**src/sv/low_voltage_disconnect_control_defines.svh**
```systemverilog
// Assertion macros shared by the low voltage disconnect control RTL.
`ifndef LOW_VOLTAGE_DISCONNECT_CONTROL_DEFINES_SVH
`define LOW_VOLTAGE_DISCONNECT_CONTROL_DEFINES_SVH

// Same-cycle implication, checked outside reset.
`define LVDC_ASSERT_NOW(label, ante, cons) \
  label: assert property (@(posedge clk) disable iff (rst) (ante) |-> (cons)) \
    else $error("lvdc same-cycle check failed");

// Next-cycle implication, checked outside reset.
`define LVDC_ASSERT_NEXT(label, ante, cons) \
  label: assert property (@(posedge clk) disable iff (rst) (ante) |=> (cons)) \
    else $error("lvdc next-cycle check failed");

`endif

```
**src/sv/lvdc_pkg.sv**
```systemverilog
`timescale 1ns / 1ps
`default_nettype none

package lvdc_pkg;

  // Register indexes, decoded from paddr[3:2].
  typedef enum logic [1:0] {
    REG_SHUTDOWN_LIMIT   = 2'd0,
    REG_LOW_READS_NEEDED = 2'd1,
    REG_PERIODS_NEEDED   = 2'd2,
    REG_PERIOD_MS        = 2'd3
  } reg_index_t;

  localparam logic [15:0] SHUTDOWN_LIMIT_RST   = 16'd0;
  localparam logic [7:0]  LOW_READS_NEEDED_RST = 8'd10;
  localparam logic [7:0]  PERIODS_NEEDED_RST   = 8'd6;
  localparam logic [15:0] PERIOD_MS_RST        = 16'd30000;

  localparam logic [7:0]  COUNT_MAX = 8'hFF;

endpackage

`default_nettype wire

```
**src/sv/low_voltage_disconnect_control.sv**
```systemverilog
// A request passes through the input register and then the result register.
// Throughput: one request per cycle unless the result stream stalls; the state update
// is one pass through the compare and counter logic between the input and result registers.
// Reset (rst, synchronous, active high) clears all counters, the watch state,
// the timer, the shutdown latch and both valid flags, and loads register defaults.
`timescale 1ns / 1ps
`default_nettype none

`include "low_voltage_disconnect_control_defines.svh"

module low_voltage_disconnect_control (
  input  wire logic        clk,
  input  wire logic        rst,
  // APB-style configuration port
  input  wire logic        psel,
  input  wire logic        penable,
  input  wire logic        pwrite,
  input  wire logic [3:0]  paddr,
  input  wire logic [31:0] pwdata,
  output logic      [31:0] prdata,
  output logic             pready,
  // Request stream
  input  wire logic        s_tvalid,
  output logic             s_tready,
  input  wire logic [31:0] s_tdata,   // [15:0] voltage, [31:16] elapsed_ms
  // Result stream
  output logic             m_tvalid,
  input  wire logic        m_tready,
  output logic      [15:0] m_tdata    // [0] shutdown_active, [1] low_confirmed,
                                      // [2] watching, [10:3] periods_counted, rest 0
);

  import lvdc_pkg::*;

  // Configuration registers
  logic [15:0] shutdown_limit;
  logic [7:0]  low_reads_needed;
  logic [7:0]  periods_needed;
  logic [15:0] period_ms;

  reg_index_t  cfg_sel;
  logic        cfg_write;

  // Input register
  logic        in_valid;
  logic [15:0] in_voltage;
  logic [15:0] in_elapsed;

  // Check state
  logic [7:0]  low_count,    low_count_next;
  logic        low_flag,     low_flag_next;
  logic        watch_state,  watch_state_next;
  logic [7:0]  period_count, period_count_next;
  logic [15:0] timer_left,   timer_left_next;
  logic        shutdown_latch, shutdown_latch_next;

  logic        out_free;
  logic        advance;

  logic [7:0]  low_inc;
  logic [7:0]  period_inc;
  logic [15:0] timer_dec;
  logic        is_high;

  assign pready    = 1'b1;
  assign cfg_sel   = reg_index_t'(paddr[3:2]);
  assign cfg_write = psel && penable && pwrite;

  always_ff @(posedge clk) begin
    if (rst) begin
      shutdown_limit   <= SHUTDOWN_LIMIT_RST;
      low_reads_needed <= LOW_READS_NEEDED_RST;
      periods_needed   <= PERIODS_NEEDED_RST;
      period_ms        <= PERIOD_MS_RST;
    end else if (cfg_write) begin
      case (cfg_sel)
        REG_SHUTDOWN_LIMIT:   shutdown_limit   <= pwdata[15:0];
        REG_LOW_READS_NEEDED: low_reads_needed <= pwdata[7:0];
        REG_PERIODS_NEEDED:   periods_needed   <= pwdata[7:0];
        REG_PERIOD_MS:        period_ms        <= pwdata[15:0];
        default: ;
      endcase
    end
  end

  always_comb begin
    case (cfg_sel)
      REG_SHUTDOWN_LIMIT:   prdata = {16'd0, shutdown_limit};
      REG_LOW_READS_NEEDED: prdata = {24'd0, low_reads_needed};
      REG_PERIODS_NEEDED:   prdata = {24'd0, periods_needed};
      REG_PERIOD_MS:        prdata = {16'd0, period_ms};
      default:              prdata = 32'd0;
    endcase
  end

  // The input register moves on whenever the result register is free or being drained.
  assign out_free = !m_tvalid || m_tready;
  assign advance  = in_valid && out_free;
  assign s_tready = !in_valid || out_free;

  always_ff @(posedge clk) begin
    if (rst) begin
      in_valid <= 1'b0;
    end else if (s_tready) begin
      in_valid <= s_tvalid;
    end
  end

  always_ff @(posedge clk) begin
    if (s_tvalid && s_tready) begin
      in_voltage <= s_tdata[15:0];
      in_elapsed <= s_tdata[31:16];
    end
  end

  assign low_inc    = (low_count == COUNT_MAX) ? low_count : low_count + 8'd1;
  assign period_inc = (period_count == COUNT_MAX) ? period_count : period_count + 8'd1;
  assign timer_dec  = (timer_left > in_elapsed) ? timer_left - in_elapsed : 16'd0;
  assign is_high    = in_voltage > shutdown_limit;

  always_comb begin
    low_count_next      = low_inc;
    low_flag_next       = low_flag;
    watch_state_next    = watch_state;
    period_count_next   = period_count;
    timer_left_next     = timer_left;
    shutdown_latch_next = shutdown_latch;

    if (is_high) begin
      low_count_next = 8'd0;
      low_flag_next  = 1'b0;
    end else if (low_inc >= low_reads_needed) begin
      low_flag_next = 1'b1;
    end

    if (!watch_state) begin
      // The elapsed time of the confirming check does not count against the new period.
      if (low_flag_next) begin
        timer_left_next  = period_ms;
        watch_state_next = 1'b1;
      end
    end else begin
      timer_left_next = timer_dec;
      if (timer_dec == 16'd0) begin
        if (!low_flag_next) begin
          period_count_next = 8'd0;
          watch_state_next  = 1'b0;
        end else begin
          period_count_next = period_inc;
          if (period_inc >= periods_needed) begin
            shutdown_latch_next = 1'b1;
          end else begin
            timer_left_next = period_ms;
          end
        end
      end
    end
  end

  always_ff @(posedge clk) begin
    if (rst) begin
      low_count      <= 8'd0;
      low_flag       <= 1'b0;
      watch_state    <= 1'b0;
      period_count   <= 8'd0;
      timer_left     <= 16'd0;
      shutdown_latch <= 1'b0;
    end else if (advance) begin
      low_count      <= low_count_next;
      low_flag       <= low_flag_next;
      watch_state    <= watch_state_next;
      period_count   <= period_count_next;
      timer_left     <= timer_left_next;
      shutdown_latch <= shutdown_latch_next;
    end
  end

  always_ff @(posedge clk) begin
    if (rst) begin
      m_tvalid <= 1'b0;
    end else if (out_free) begin
      m_tvalid <= in_valid;
    end
  end

  always_ff @(posedge clk) begin
    if (advance) begin
      m_tdata <= {5'd0, period_count_next, watch_state_next, low_flag_next,
                  shutdown_latch_next};
    end
  end

  // The latch is only ever set; nothing but reset clears it.
  `LVDC_ASSERT_NEXT(a_latch_sticky, shutdown_latch, shutdown_latch)
  // A confirmed low always rests on at least one counted low reading.
  `LVDC_ASSERT_NOW(a_flag_has_count, low_flag, low_count != 8'd0)
  // Periods are only counted while watching and cleared on the way out.
  `LVDC_ASSERT_NOW(a_periods_in_watch, period_count != 8'd0, watch_state)
  // A running timer means the watch state is active.
  `LVDC_ASSERT_NOW(a_timer_in_watch, timer_left != 16'd0, watch_state)

endmodule

`default_nettype wire
```
**config.mk**
```make
export PLATFORM = sky130hd
export DESIGN_NAME = low_voltage_disconnect_control
export DESIGN_NICKNAME = d
export VERILOG_FILES = /design/src/sv/lvdc_pkg.sv /design/src/sv/low_voltage_disconnect_control.sv
export VERILOG_INCLUDE_DIRS = /design/src /design/src/sv
export SDC_FILE = /design/constraint.sdc
export NUM_CORES = 1
export LEC_CHECK = 0
export CAP_MARGIN = 40
export CELL_PAD_IN_SITES_DETAIL_PLACEMENT = 1
export CELL_PAD_IN_SITES_GLOBAL_PLACEMENT = 1
export CORE_ASPECT_RATIO = 1.5
export CORE_UTILIZATION = 35
export CTS_CLUSTER_DIAMETER = 120
export DETAILED_ROUTE_END_ITERATION = 10
export DONT_BUFFER_PORTS = 1
export GPL_TIMING_DRIVEN = 0
export HOLD_SLACK_MARGIN = 0.03
export PLACE_DENSITY = 0.6
export SYNTH_ARGS = -nofsm -noshare
export SYNTH_HDL_FRONTEND = slang
export SYNTH_SLANG_ARGS = --single-unit
```
**constraint.sdc**
```tcl
create_clock -name clk -period 4.55 [get_ports clk]
set_clock_uncertainty 0.05 [all_clocks]
set_input_delay 0.455 -clock clk [delete_from_list [all_inputs] [get_ports clk]]
set_output_delay 0.455 -clock clk [all_outputs]
set_load 0.05 [all_outputs]
```
==> impl_metrics.json, run 1 <==
{
  "status": "finished clean",
  "cts_tree": "built",
  "required_ns": 4.86,
  "finalMaxSlewViolations": 0,
  "fmax_mhz": 233,
  "nets": 964,
  "vias": 5939,
  "netlist.area_leader.share_pct": 23.3,
  "ys_ff_latch": 128,
  "slew_headroom_pct": 45.2,
  "p_leak_nw": 3.18,
  "arrival_ns": 4.61,
  "fin_crit_sh_pct": 94.4,
  "setup_violations": 0,
  "yosysSeqAreaShare_pct": 41.0,
  "grt_pass1_wl_mm": 34.7,
  "critPathCaptureType": "flip-flop",
  "routed_wl_mm": 22.4,
  "rsz0062_at_grt": "false",
  "dp_slack_ns": -0.105,
  "die_h_um": 179,
  "grt_max_degree": 33,
  "postSynthAreaPerCell_um2": 9.16,
  "synthTopCellsByArea": "dfxtp_1, edfxtp_1, ha_1",
  "core_mm2": 0.0204,
  "p_clk_share_pct": 45.7,
  "synth_area_mm2": 0.00730,
  "dieWidth_um": 120,
  "fin_util_pct": 40.6,
  "drt_iter0_drc": 214,
  "post-dp-hpwl_mm": 17.3,
  "min_path_type": "in2reg",
  "cts_inserted_buffers": 17,
  "power_mw": 2.74,
  "cts.path.max_buffers": 2,
  "diodes": 0,
  "synth_ff_type": "dfxtp_1",
  "htreeDepth": 4,
  "p_sw_share_pct": 26.9,
  "ant_nets": 0,
  "drive_gt1_share_pct": 12.3,
  "drv_cap": 0,
  "synthTopCellsByCount": "nand2_1, dfxtp_1, nor2_1",
  "nFillCells": 2403,
  "syn_to_final_growth_pct": 13.5,
  "p_int_mw": 2.01,
  "hold_viol_final": 0,
  "start_util_pct": 35.7,
  "grtUsageTotal_pct": 21.6,
  "ys_warn_count": 0,
  "antenna_found_initial": 0,
  "setup_tns_ns": 0,
  "fp-row-count": 64,
  "dieArea_mm2": 0.0214,
  "min_period_ns": 4.29,
  "power-per-cell-area_mw_per_mm2": 331,
  "fin_ws_ns": 0.256,
  "ir_drop_v": 0.000202,
  "overflow": 0,
  "ys_async_sr_fraction_pct": 0,
  "tightest_slew_ns": 0.822,
  "yosysTopAreaCell": "dfxtp_1",
  "grt_pass1_vias": 6310,
  "p_sw_mw": 0.738,
  "cts-root-buf": "clkbuf_16",
  "yosysUniqueCellTypes": 70,
  "wl_per_cell_um": 20.1,
  "synthCells": 797,
  "worstPathMaxFanout": 10,
  "pwr-share-seq_pct": 45.4,
  "pwr-share-comb_pct": 8.9,
  "drt_pre_antenna_iters": 4,
  "cts.sinks": 128,
  "io_pins": 126,
  "synth_most_common_cell": "nand2_1",
  "clk_latency_ns": 0.43,
  "path_clk_slew_ns": 0.06,
  "via_per_inst": 5.33,
  "drc": 0,
  "io_buffers": 0,
  "synth-edff-count": 43,
  "worstSetupPathType": "reg2reg",
  "timing.hold.ws_ns": 0.0655,
  "critPathLaunchType": "flip-flop",
  "gp_congestion": 0.827
}
-- layer usage --
layer	GRT usage (%)	vias to the layer above	part of all wire (%)
li1	-	2860	-
met1	22.6	2932	39
met2	41.0	107	55
met3	4.29	40	3.1
met4	9.84	0	3.0
met5	0	-	0
-- final timing paths --
check / startpoint / endpoint / slack [ns] / depth (start not counted)
min: s_tdata[29] / in_elapsed[13]$_DFFE_PP_ / 0.07 / 0
min reg2reg: shutdown_limit[15]$_SDFFE_PP0P_ / shutdown_limit[15]$_SDFFE_PP0P_ / 0.43 / 2
max reg2reg: period_count[0]$_SDFFE_PP0P_ / timer_left[7]$_SDFFE_PP0P_ / 0.26 / 18
max: period_count[0]$_SDFFE_PP0P_ / timer_left[7]$_SDFFE_PP0P_ / 0.26 / 18
-- critical path, stage by stage (launching register included) --
cell and delay [ns]:
dfxtp_2 0.40, ha_1 0.22, and3_1 0.22, and2_1 0.22, nand4_1 0.10, buf_4 0.18, nand3_1 0.08, o21a_1 0.15
ha_1 0.26, a21o_1 0.19, a31oi_1 0.17, o21ai_1 0.09, o41a_1 0.40, nor3_4 0.29, or4b_4 0.52, o211ai_4 0.24
buf_6 0.18, a221oi_1 0.13, nor2_1 0.13
-- power by group through the flow --
stage | clock [mW] | sequential, mW | combinational [mW]
4_1_cts | 1.28 | 1.25 | 0.245
5_1_grt | 1.32 | 1.25 | 0.265
6_report | 1.25 | 1.25 | 0.245
3_5_place_dp | 0 | 1.27 | 0.244
2_1_floorplan | 0 | 1.26 | 0.195
3_3_place_gp | 0 | 1.27 | 0.236
-- cell families (layout without fill, tap and decap cells) --
group / Yosys count / in the layout / synth area share (%)
xor+xnor: 18 / 18 / 2.16
fa+ha+maj: 51 / 51 / 8.85
buf+inv: 111 / 145 / 7.17
simple gates: 267 / 267 / 17.3
mux: 39 / 39 / 7.30
other cells: 2 / 22 / 0.103
flops: 128 / 128 / 41.0
compound gates: 181 / 181 / 16.1
-- flip-flops by register name, summed over array words and instances (netlist names), 8 cells and up --
signal and cells:
periods_needed 8, m_tdata 11, in_elapsed 16, period_ms 16, timer_left 16, in_voltage 16
shutdown_limit 16, low_reads_needed 8, low_count 8, period_count 8
-- final cells by class --
cell class	count	area, um2	area share [%]
multi-input cells	578	3890	47.0
inverters	54	203	2.45
clock buffers	22	465	5.62
well taps	264	330	3.99
plain buffers	57	323	3.90
clock inverters	10	60.1	0.725
repair buffers	2	15.0	0.181
flip-flops and latches	128	3000	36.2
-- per-stage QoR --
stage                     area [um2]  cells
after floorplan                 7370    817
after global placement          7700   1081
after detailed placement        7700   1081
after CTS                       8250   1115
after global routing            8280   1115
final                           8280   1115
-- placed cells by master (no fill, tap or decap), drive strengths merged, types with 6 or more instances in the layout --
| cell | instances |
|---|---|
| o21a | 9 |
| nand2b | 10 |
| nand4 | 7 |
| clkbuf | 45 |
| mux4 | 8 |
| inv | 55 |
| and2 | 13 |
| mux2i | 21 |
| buf | 36 |
| mux2 | 10 |
| nand3 | 21 |
| conb | 22 |
| dfxtp | 85 |
| nand2 | 102 |
| ha | 50 |
| a31oi | 10 |
| a22o | 8 |
| nor3b | 6 |
| xnor2 | 13 |
| a221oi | 8 |
| edfxtp | 43 |
| o21ai | 41 |
| nor3 | 11 |
| a21oi | 66 |
| o211ai | 8 |
| nor2 | 71 |
| clkinv | 9 |
-- timing repair --
action                                  in CTS  in global routing
hold endpoints to repair                     0                  0
setup buffers                                2                  0
gates cloned                                 0                  0
endpoints found under the setup margin      11                 26
pin swaps                                    1                  1
resized for setup                            0                 11
hold buffers                                 0                  0
Note: power is estimated with default switching activity, not from simulation.
==> run 2: changes to the inputs <==
Settings changed: CTS_BUF_LIST set to sky130_fd_sc_hd__clkbuf_16, GPL_TIMING_DRIVEN 0 to not set, HOLD_SLACK_MARGIN 0.03 to not set.
==> run 2 against run 1 <==
Against the previous run:
- total power up 3.8%
- combinational power down 14%
- design area fell by 1.8%
==> impl_metrics.json, run 2 (synthesis results as in run 1) <==
{
  "status": "finished clean",
  "finalMaxSlewViolations": 0,
  "p_int_mw": 2.13,
  "mostFrequentLayoutCell": "nand2_1",
  "final_cell_area_mm2": 0.00813,
  "p_sw_share_pct": 25.4,
  "wl_per_cell_um": 19.7,
  "start_util_pct": 35.7,
  "grt_pass1_vias": 6041,
  "antenna_found_initial": 0,
  "cts-root-buf": "clkbuf_16",
  "die_h_um": 179,
  "p_sw_mw": 0.724,
  "pwr-share-seq_pct": 43.7,
  "post-dp-hpwl_mm": 16.1,
  "diodes": 0,
  "wl_met2_mm": 11.4,
  "final_cell_mix": "nand2_1, dfxtp_1, nor2_1",
  "placed_cell_area_mm2": 0.00751,
  "gp_congestion": 0.807,
  "arrival_ns": 4.62,
  "ant_nets": 0,
  "power-per-cell-area_mw_per_mm2": 350,
  "cts_tree": "built",
  "cts.path.max_buffers": 2,
  "slew_headroom_pct": 52.4,
  "worstSetupPathType": "reg2reg",
  "overflow": 0,
  "drc": 0,
  "p_clk_share_pct": 49.0,
  "worst_path_max_delay_cell": "or4b_1",
  "setup_violations": 0,
  "via_per_inst": 5.37,
  "grt_pass1_wl_mm": 32.9,
  "p_leak_nw": 3.09,
  "drt_pre_antenna_iters": 4,
  "clk_latency_ns": 0.43,
  "pwr-share-comb_pct": 7.4,
  "cts_inserted_buffers": 17,
  "drt_iter0_drc": 303,
  "critPathCaptureType": "flip-flop",
  "dieWidth_um": 120,
  "cts.sinks": 128,
  "fp-row-count": 64,
  "grt_max_degree": 60,
  "ir_drop_v": 0.000206,
  "tightest_slew_ns": 0.704,
  "route.met3.wl_um": 664,
  "drv_cap": 0,
  "fin_crit_sh_pct": 94.7,
  "nets": 922,
  "critical_path_buf_inv_count": 2,
  "io_buffers": 0,
  "timing.hold.ws_ns": 0.0505,
  "hold_viol_final": 0,
  "required_ns": 4.86,
  "fin_util_pct": 39.8,
  "syn_to_final_growth_pct": 11.4,
  "grtUsageTotal_pct": 20.3,
  "fmax_mhz": 232,
  "io_pins": 126,
  "drive_gt1_share_pct": 10.6,
  "wl_met1_mm": 8.30,
  "routed_wl_mm": 21.2,
  "min_period_ns": 4.31,
  "path_clk_slew_ns": 0.06,
  "dieArea_mm2": 0.0214,
  "min_path_type": "in2reg",
  "highest_layer": "met4",
  "vias": 5763,
  "rsz0062_at_grt": "true",
  "core_mm2": 0.0204,
  "htreeDepth": 4,
  "critPathLaunchType": "flip-flop",
  "slowest_delay_ns": 0.53,
  "worstPathMaxFanout": 7,
  "cp_cell_sequence": "ha_1 -> and3_1 -> and2_1 -> nand4_1 -> buf_4 -> nand3_1 -> o21a_1 -> ha_1 -> a21o_1 -> a31oi_1 -> o21ai_1 -> o41a_1 -> nor3_2 -> or4b_1 -> o211ai_4 -> buf_4 -> a221oi_1 -> nor2_1",
  "critPathTopFamily": "simple AND/OR/NAND/NOR gates"
}
==> run 2: cell types whose count changed in the layout (fill, tap and decap cells not counted), moves of 2 or more <==
| cell | delta |
|---|---|
| clkbuf_2 | -2 |
| nor3_2 | +2 |
| clkinv_1 | +2 |
| clkbuf_1 | -25 |
| buf_2 | -3 |
| buf_4 | -12 |
| clkinv_2 | -3 |
| inv_4 | -2 |
| buf_1 | -5 |
| bufinv_16 | +3 |
| clkinv_4 | +2 |
==> run 2: worst register-to-register path: stages (launching register included) <==
cell	delay, ns
dfxtp_1	0.42
ha_1	0.23
and3_1	0.21
and2_1	0.23
nand4_1	0.11
buf_4	0.18
nand3_1	0.08
o21a_1	0.14
ha_1	0.24
a21o_1	0.18
a31oi_1	0.17
o21ai_1	0.09
o41a_1	0.37
nor3_2	0.28
or4b_1	0.53
o211ai_4	0.29
buf_4	0.20
a221oi_1	0.08
nor2_1	0.14
==> run 2: cell type report <==
| class | count | area, um2 |
|---|---|---|
| clock buffers | 17 | 425 |
| clock inverters | 15 | 168 |
| fillers | 2364 | 12300 |
| inverters | 54 | 203 |
| multi-input cells | 578 | 3870 |
| flip-flops and latches | 128 | 2990 |
| well taps | 264 | 330 |
| repair buffers | 17 | 140 |
==> run 2: timing repair <==
item                                    in CTS  in global routing
buffers inserted                             2                  0
resized for setup                            0                  2
hold endpoints to repair                     0                  0
pin swaps                                    0                  0
cloned                                       0                  0
endpoints found under the setup margin       3                  9
hold buffers                                 0                  0
==> run 2: worst paths after layout <==
kind | startpoint | end | slack [ns] | cells past startpoint
max | period_count[1]$_SDFFE_PP0P_ | timer_left[11]$_SDFFE_PP0P_ | 0.24 | 18
min | rst | shutdown_limit[10]$_SDFFE_PP0P_ | 0.05 | 1
max reg2reg | period_count[1]$_SDFFE_PP0P_ | timer_left[11]$_SDFFE_PP0P_ | 0.24 | 18
min reg2reg | shutdown_limit[11]$_SDFFE_PP0P_ | shutdown_limit[11]$_SDFFE_PP0P_ | 0.43 | 2
==> run 2: per-stage QoR <==
step	TNS (ns)	instances	setup slack, ns	power (mW)
6_report	0	1073	0.243	2.85
5_1_grt	-0.0303	1073	-0.0176	2.94
4_1_cts	0	1073	0.173	2.88
3_5_place_dp	0	1039	0.0548	1.48
3_3_place_gp	0	1035	0.169	1.47
2_1_floorplan	0	817	0.730	1.46
==> run 2: routing by layer <==
| metal | global-route usage, % | up-vias |
|---|---|---|
| li1 | - | 2780 |
| met1 | 21.9 | 2838 |
| met2 | 37.2 | 106 |
| met3 | 4.13 | 39 |
| met4 | 10.3 | 0 |
| met5 | 0 | - |
==> run 2: power groups by stage <==
stage / Combinational [mW] / Sequential [mW] / Clock [mW]
floorplan: 0.195 / 1.26 / 0
global placement: 0.202 / 1.27 / 0
detailed placement: 0.211 / 1.27 / 0
CTS: 0.212 / 1.24 / 1.42
global route: 0.227 / 1.25 / 1.47
finish: 0.211 / 1.24 / 1.39
